**src/bspq_pkg.sv**
```systemverilog
package bspq_pkg;

  localparam logic [8:0] STOP_BIT   = 9'h100;
  localparam logic [7:0] CH_NEWLINE = 8'h0A;
  localparam logic [7:0] CH_RETURN  = 8'h0D;

  typedef enum logic [1:0] {
    CMD_PUT = 2'd0,
    CMD_GET = 2'd1,
    CMD_TXE = 2'd2,
    CMD_RX  = 2'd3
  } cmd_t;

  typedef enum logic [2:0] {
    OP_SEND_NOW,
    OP_QUEUE,
    OP_GET,
    OP_TXE,
    OP_RX
  } op_kind_t;

  typedef struct packed {
    op_kind_t   kind;
    logic [7:0] data;
    logic       newline;
  } op_t;

  typedef struct packed {
    logic       send_valid;
    logic [8:0] send_word;
    logic       get_valid;
    logic [7:0] get_byte;
    logic       dropped;
  } result_t;

endpackage

```
**src/bspq_if.sv**
```systemverilog
interface bspq_in_if;
  logic       valid;
  logic       ready;
  logic [1:0] cmd;
  logic [7:0] data_byte;
  logic       tx_idle;

  modport source (output valid, output cmd, output data_byte, output tx_idle, input ready);
  modport sink   (input valid, input cmd, input data_byte, input tx_idle, output ready);
endinterface


```
**src/bspq_front.sv**
```systemverilog
module bspq_front
  import bspq_pkg::*;
(
  input  logic       clk,
  input  logic       rst_n,
  bspq_in_if.sink    in_ch,
  output logic       op_valid,
  output op_t        op,
  input  logic       op_ready
);

  op_t        fifo_r [2];
  logic       wr_ptr_r, rd_ptr_r;
  logic [1:0] cnt_r;
  op_t        op_new;
  logic       push, pop;

  always_comb begin
    op_new.data    = in_ch.data_byte;
    op_new.newline = 1'b0;
    case (cmd_t'(in_ch.cmd))
      CMD_PUT: begin
        op_new.kind    = in_ch.tx_idle ? OP_SEND_NOW : OP_QUEUE;
        op_new.newline = (in_ch.data_byte == CH_NEWLINE);
      end
      CMD_GET: op_new.kind = OP_GET;
      CMD_TXE: op_new.kind = OP_TXE;
      CMD_RX:  op_new.kind = OP_RX;
      default: op_new.kind = OP_RX;
    endcase
  end

  assign in_ch.ready = (cnt_r != 2'd2);
  assign op_valid    = (cnt_r != 2'd0);
  assign op          = fifo_r[rd_ptr_r];
  assign push        = in_ch.valid && in_ch.ready;
  assign pop         = op_valid && op_ready;

  always_ff @(posedge clk) begin
    if (!rst_n) begin
      wr_ptr_r <= 1'b0;
      rd_ptr_r <= 1'b0;
      cnt_r    <= 2'd0;
    end else begin
      if (push) wr_ptr_r <= ~wr_ptr_r;
      if (pop)  rd_ptr_r <= ~rd_ptr_r;
      case ({push, pop})
        2'b10:   cnt_r <= cnt_r + 2'd1;
        2'b01:   cnt_r <= cnt_r - 2'd1;
        default: cnt_r <= cnt_r;
      endcase
    end
  end

  always_ff @(posedge clk) begin
    if (push) fifo_r[wr_ptr_r] <= op_new;
  end

endmodule

```
**src/flat_wrapper.sv**
```systemverilog
// flat-port wrapper written by rule: the top's interface ports become plain ports
module bspq_front_flat import bspq_pkg::*;
  (clk, rst_n, op_valid, op, op_ready, in_ch_valid, in_ch_cmd, in_ch_data_byte, in_ch_tx_idle, in_ch_ready);
  bspq_in_if in_ch_i ();
  input  logic clk;
  input  logic rst_n;
  output logic op_valid;
  output op_t op;
  input  logic op_ready;
  input wire logic [$bits(in_ch_i.valid)-1:0] in_ch_valid;
  input wire logic [$bits(in_ch_i.cmd)-1:0] in_ch_cmd;
  input wire logic [$bits(in_ch_i.data_byte)-1:0] in_ch_data_byte;
  input wire logic [$bits(in_ch_i.tx_idle)-1:0] in_ch_tx_idle;
  output wire logic [$bits(in_ch_i.ready)-1:0] in_ch_ready;
  assign in_ch_i.valid = in_ch_valid;
  assign in_ch_i.cmd = in_ch_cmd;
  assign in_ch_i.data_byte = in_ch_data_byte;
  assign in_ch_i.tx_idle = in_ch_tx_idle;
  assign in_ch_ready = in_ch_i.ready;
  bspq_front u_core (.clk(clk), .rst_n(rst_n), .in_ch(in_ch_i), .op_valid(op_valid), .op(op), .op_ready(op_ready));
endmodule
```
**config.mk**
```make
export PLATFORM = sky130hd
export DESIGN_NAME = bspq_front_flat
export DESIGN_NICKNAME = d
export VERILOG_FILES = /design/src/bspq_pkg.sv /design/src/bspq_if.sv /design/src/bspq_front.sv /design/src/flat_wrapper.sv
export SDC_FILE = /design/constraint.sdc
export NUM_CORES = 1
export LEC_CHECK = 0
export BUFFER_PORTS_ARGS = -buffer_cell sky130_fd_sc_hd__buf_2
export CAP_MARGIN = 10
export CORE_UTILIZATION = 55
export DETAILED_ROUTE_END_ITERATION = 12
export PLACE_DENSITY_LB_ADDON = 0.08
export SYNTH_ARGS = -nofsm -noshare
export SYNTH_HDL_FRONTEND = slang
export SYNTH_SLANG_ARGS = --single-unit
export TNS_END_PERCENT = 10
```
**constraint.sdc**
```tcl
create_clock -name clk -period 3.04 [get_ports clk]
set_input_delay 0.608 -clock clk [delete_from_list [all_inputs] [get_ports clk]]
set_output_delay 0.608 -clock clk [all_outputs]
set_load 0.01 [all_outputs]
```
==> metrics.txt, run 1 <==
status finished, final reports clean; Post-Synth Simple-Gate Area 6.596%; power per standard cell area 782.2 nW/um^2; Rows 16; adder-cell share of the synthesized area 4.255%; PortBufs 28; Sink Count 29; Non-Filler Instances 134; Avg Cell Area, Syn 16.34 sq um; wire per inst 12.02 um; via count of the first global-routing pass 586; Ports 29; crit path launch type flip-flop; Clk Latency, worst-skew pair 0.31 ns; Period Utilization, post-route 68.87%; hold-critical path depth 1; Final Hold Vio Count 0; initial DRC count 10; Seq cells post-synth 29; # Max-Cap Violations 0; first-pass GRT wire length 2.277 mm; final setup TNS 0 ns; complex-gate fraction of the synthesized area 2.766%; Area Overhead vs Synth 19.47%; Hold Path Class primary input to flip-flop; min-delay src in_ch_data_byte[0]; post-route cell area 1405 sq um; final core occ 70.90%; antenna violations before repair 0; Die H 48.24 um; Gate Count Post-Synth 72; aggregate global-route resource usage 15.68%; proportion of synthesized area in mux cells 12.34%; Starting Density 59.34%; DP HPWL 1.175 mm; clock skew 0.003261 ns; routability cong. 0.6722; dpl cell area 1345 sq um; largest family of logic cells by synthesized area multiplexers; Final setup violation count 0; TritonCTS clock tree yes; XOR/XNOR Fraction of Synth Area 2.234%; CTS Root Buffer Type clkbuf_4; Worst-path clk slew 0.08 ns; share of cells above drive strength 1 46.73%; Max Buffers Root-to-Sink 2; Arr. time, crit path 1.49 ns; dpl cells 126; total power 1099 uW; total vias in the final route 669; Syn Std Cell Area 1176 sq um; vias per cell 4.993; CTS resizes 0; static leakage 0.0005654 uW; ant diodes 0; CTS Hold Buffers Added 0; Post-route DRC 0; syn_nets 91; Yosys cell types 22; Syn. warnings 0; die width 48.24 um; die area 2327 sq um; Post-DRT Antenna Nets 0; RSZ-0062 raised after global routing false; reg2reg setup slack 1.46 ns; crit end category output port; Critical Path RT 2.43 ns; VDD IR max 0.5053 mV; worst-path fanout max 12; final net count 125; postcts setup bufs 0; drt first pass iters 4; fin. max-slew vios 0; Peak Freq 477.6 MHz; final wirelength 1.611 mm; TritonCTS Buffers 5; critical path class flip-flop to output port; hold worst-path end u_core.fifo_r[0][1]; pin count of the biggest net entering global routing 13; core footprint 1982 sq um; Worst Reg-to-Reg Cells 5; H-Tree Depth 2; worst-margin pin slew 0.5723 ns; total grt overflow 0; Rel. slew slack 61.85%; min Tclk post-route 2.094 ns; worst r2r src u_core.cnt_r[0]; reg-to-reg critical path endpoint u_core.cnt_r[1]; Seq/Total Area, Yosys 69.79%
-- routing by layer --
layer	up-vias	track usage, %	part of all wire [%]
met4	0	10.00	1.7
met2	19	26.40	52
met1	308	15.84	41
met5	-	0	0
met3	3	6.667	4.9
li1	339	-	-
-- metrics by stage --
| step | worst slack, ns | hold slack (ns) |
|---|---|---|
| after floorplan | 1.453 | 0.4799 |
| after global placement | 1.245 | 0.4959 |
| after detailed placement | 1.274 | 0.5037 |
| after CTS | 0.9162 | 0.4784 |
| after global routing | 0.8398 | 0.4715 |
| final | 0.9463 | 0.4917 |
-- where the power goes --
group          total, uW  internal [uW]  switching, uW
Clock                227            109            118
Combinational        314            165            148
Sequential           558            509           49.1
-- worst max-delay path, cell delays in order (launching register included) --
cell and delay, ns:
dfxtp_1 0.64, mux2_2 0.40, buf_2 0.14
-- cell families (layout without fill, tap and decap cells) --
kind of cell	Yosys count	after routing
AO/OA/AOI/OAI	5	5
XOR/XNOR	3	3
adder cells (fa/ha/maj)	4	4
buffers and inverters	6	41
flip-flops	29	29
multiplexers	13	13
AND/OR/NAND/NOR	12	12
-- synth_stat cells --
cell | instances | area (sq um)
mux2i_1 | 1 | 10.01
nor2_1 | 3 | 11.26
o21ai_0 | 1 | 5.000
dfxtp_1 | 5 | 100.1
xnor2_1 | 2 | 17.52
nand2_1 | 1 | 3.750
or2_2 | 1 | 6.260
ha_1 | 4 | 50.05
nand2b_1 | 1 | 6.260
and3_1 | 1 | 6.260
inv_1 | 5 | 18.77
xor2_1 | 1 | 8.760
mux2_2 | 12 | 135.1
or4b_1 | 1 | 10.01
nand3b_1 | 2 | 15.01
edfxtp_1 | 24 | 720.7
buf_2 | 1 | 5.000
o21a_1 | 1 | 7.510
or3_1 | 1 | 6.260
a21bo_2 | 1 | 10.01
a21oi_1 | 2 | 10.01
nor4_2 | 1 | 12.51
-- layout make-up --
class                      instances  area [sq um]
sequential                        29         820.8
fill                             144         576.8
multi-input combinational         37         331.6
timing repair buffer              28         140.1
clock buffer                       6         51.30
tap                               27         33.78
inverter                           5         18.77
clock inverter                     2         8.758
-- sequential cells by signal, indices dropped and copies added (netlist names), named ones only --
| signal | cells |
|---|---|
| u_core.fifo_r | 24 |
| u_core.cnt_r | 2 |
| u_core.wr_ptr_r | 1 |
| u_core.rd_ptr_r | 1 |
-- cell usage in the layout (no fill, tap or decap), types with 2 or more instances in the layout --
cell / count
a21oi_1: 2
xnor2_1: 2
edfxtp_1: 24
mux2_2: 12
inv_1: 5
nor2_1: 3
ha_1: 4
dfxtp_1: 5
buf_2: 28
nand3b_1: 2
clkbuf_4: 5
-- worst max-delay path by stage --
stage / startpoint / endpoint / slack [ns] / cells after the start
floorplan: op_ready / u_core.cnt_r[1] / 1.45 / 4
CTS: flip-flop / op[2] / 0.92 / 2
global route: flip-flop / op[7] / 0.84 / 2
finish: flip-flop / op[2] / 0.95 / 2
detailed placement: flip-flop / op[2] / 1.27 / 2
global placement: flip-flop / op[0] / 1.25 / 2
Power figures use the tool's default switching activity.
==> run 2, diff against run 1 <==
--- a/config.mk
+++ b/config.mk
@@ -5,9 +5,10 @@
 export SDC_FILE = /design/constraint.sdc
 export NUM_CORES = 1
 export LEC_CHECK = 0
+export ABC_AREA = 1
 export BUFFER_PORTS_ARGS = -buffer_cell sky130_fd_sc_hd__buf_2
 export CAP_MARGIN = 10
-export CORE_UTILIZATION = 55
+export CORE_UTILIZATION = 47
 export DETAILED_ROUTE_END_ITERATION = 12
 export PLACE_DENSITY_LB_ADDON = 0.08
 export SYNTH_ARGS = -nofsm -noshare
==> constraint.sdc (replaced) <==
create_clock -name clk -period 1.8 [get_ports clk]
set_input_delay 0.36 -clock clk [delete_from_list [all_inputs] [get_ports clk]]
set_output_delay 0.36 -clock clk [all_outputs]
set_load 0.01 [all_outputs]
==> run 2 against run 1 <==
Net effect: worst hold slack got worse by 0.24 ns; core utilization down 11 points; clock skew increased by 0.0020 ns; critical path type unchanged; critical endpoint is now op[0]; largest cell class unchanged.
==> metrics.txt, run 2 <==
status finished, final reports clean; Die H 53.57 um (+11%); largest area contributor in the netlist edfxtp_1; Critical Path RT 1.44 ns (-0.99 ns); Gate Count Post-Synth 88 (+22%); Post-DRT Antenna Nets 0 (unchanged); clock skew 0.005251 ns (+0.001989 ns); final setup TNS 0 ns (unchanged); TritonCTS Buffers 5 (unchanged); antenna violations before repair 0 (unchanged); total power 1675 uW (+52%); aggregate global-route resource usage 14.78% (-0.90 points); Worst-path clk slew 0.08 ns (about the same); crit path launch type flip-flop; worst-margin pin slew 0.2334 ns (-0.3389 ns); ant diodes 0 (unchanged); max reg flops 24 (unchanged); CTS resizes 0 (unchanged); Max stage delay on crit path 0.35 ns (-0.29 ns); drt first pass iters 4 (unchanged); Main synth FF type edfxtp_1; Rows 18 (+2); total vias in the final route 750 (+12%); syn_nets 107 (+18%); die width 53.57 um (+11%); VDD IR max 0.6825 mV (+35%); Area Overhead vs Synth 19.62%; delay-heaviest family, CP multiplexers; Avg Cell Area, Syn 14.20 sq um (-13%); CTS Root Buffer Type clkbuf_4; Final setup violation count 0 (unchanged); final net count 145 (+16%); H-Tree Depth 2 (unchanged); Yosys cell types 18 (-18%); routability cong. 0.7135 (+6.1%); Top reg by flops u_core.fifo_r; most frequent cells in the layout buf_2, edfxtp_1, nor2_1; vias per cell 4.777 (-4.3%); top post-synthesis cells by area edfxtp_1, mux2_4, dfxtp_1, ha_1, nor2_1; Starting Density 50.00% (-9.3 points); EDFF count, synth 24 (unchanged); Syn Std Cell Area 1250 sq um (+6.3%); Arr. time, crit path 1.30 ns (-0.19 ns); pre-CTS setup slack 0.4674 ns (-0.8061 ns); core footprint 2500 sq um (+26%); Seq/Total Area, Yosys 65.67% (-4.1 points); Post-route DRC 0 (unchanged); postcts setup bufs 0 (unchanged); static leakage 0.0006440 uW (+14%); top-count cell post-synth edfxtp_1; fraction of registers with async set/reset 0% (unchanged); reg2reg setup slack 0.46 ns (-1.00 ns); dpl cell area 1446 sq um (+7.5%); Sink Count 29 (unchanged); first-pass GRT wire length 2.753 mm (+21%); Peak Freq 602.0 MHz; DP HPWL 1.341 mm (+14%); min Tclk post-route 1.661 ns; fin. max-slew vios 0 (unchanged); total grt overflow 0 (unchanged); final wirelength 1.830 mm (+14%); slowest CP cell mux2_2; Synth top cells by count edfxtp_1, nor2_1, mux2_4; worst-path fanout max 6 (-6); PortBufs 28 (unchanged); Syn. warnings 0 (unchanged); Seq cells post-synth 29 (unchanged); Regs by FF count u_core.fifo_r (24), u_core.cnt_r (2); Rel. slew slack 84.42% (+23 points); Ports 29 (unchanged); RSZ-0062 raised after global routing false; pin count of the biggest net entering global routing 13 (unchanged); # Max-Cap Violations 0 (unchanged); crit end category output port; fillers 226 (+57%); Final Hold Vio Count 0 (unchanged); Hold Path Class primary input to flip-flop; Yosys top cell area share 57.66% (-3.6 points); Max Buffers Root-to-Sink 2 (unchanged); post-route cell area 1495 sq um (+6.4%); commonest non-fill, non-tap cell in the layout buf_2; Clk Latency, worst-skew pair 0.31 ns (about the same); wire per inst 11.66 um (-3.0%); share of cells above drive strength 1 41.73% (-5.0 points); final worst slack 0.1389 ns (-0.8074 ns); TritonCTS clock tree yes; die area 2870 sq um (+23%); critical path class flip-flop to output port; Period Utilization, post-route 92.28%; critical path, cell by cell buf_4, mux2_2, buf_2; WP buf/inv 2 (+1); power per standard cell area 1120 nW/um^2 (+43%); initial DRC count 10 (unchanged); via count of the first global-routing pass 668 (+14%); CTS Hold Buffers Added 0 (unchanged)
-- run 2: power breakdown --
| part | leakage (uW) | switching, uW | internal, uW |
|---|---|---|---|
| Sequential | 0.000267 | 44.3 | 823 |
| Clock | 0.0000265 | 196 | 155 |
| Combinational | 0.000351 | 231 | 225 |
-- run 2: area by class of cell --
cell class	count	area (sq um)	share of cell area (%)
Sequential cell	29	820.8	54.90
Multi-Input combinational cell	48	380.4	25.44
Timing Repair Buffer	32	170.2	11.38
Clock buffer	8	48.80	3.264
Inverter	10	37.54	2.510
Tap cell	30	37.54	2.510
-- run 2: worst register-to-register path, delay by kind of cell, from the launching register on --
kind | cells | cell delay, ns
flip-flops | 1 | 0.42
AND/OR/NAND/NOR | 6 | 0.41
adder cells (fa/ha/maj) | 1 | 0.26
buffers and inverters | 2 | 0.18
-- run 2: cells by family (layout without fill, tap and decap cells) --
group                    count (synthesis)  after routing  share of synthesized area, %
AO/OA/AOI/OAI                            6              6                         2.903
adder cells (fa/ha/maj)                  4              4                         4.004
buffers and inverters                   11             50                         3.903
flip-flops                              29             29                         65.67
multiplexers                            12             12                         13.81
AND/OR/NAND/NOR                         26             26                         9.710
-- run 2: path summary, 6_finish.rpt --
check                           from                  end  depth (start not counted)
setup reg to reg     u_core.cnt_r[0]      u_core.cnt_r[1]                          9
hold / removal    in_ch_data_byte[4]  u_core.fifo_r[0][5]                          1
setup / recovery           flip-flop                op[0]                          3
hold reg to reg      u_core.rd_ptr_r      u_core.rd_ptr_r                          2
-- run 2: layer usage --
metal  GRT usage [%]  wire [um]  vias to the layer above  part of all wire (%)
li1                -          -                      383                     -
met1           17.60        802                      339                    44
met2           21.67        889                       23                    49
met3           5.932         99                        5                   5.4
met4           10.53         38                        0                   2.1
met5               0          0                        -                     0
-- run 2: metrics by stage --
stage	hold WS, ns	util [%]	cells
after floorplan	0.4515	-	88
after global placement	0.4691	57.86	149
after detailed placement	0.4751	57.86	149
after CTS	0.2351	59.81	157
after global routing	0.2333	59.81	157
final	0.2492	59.81	157
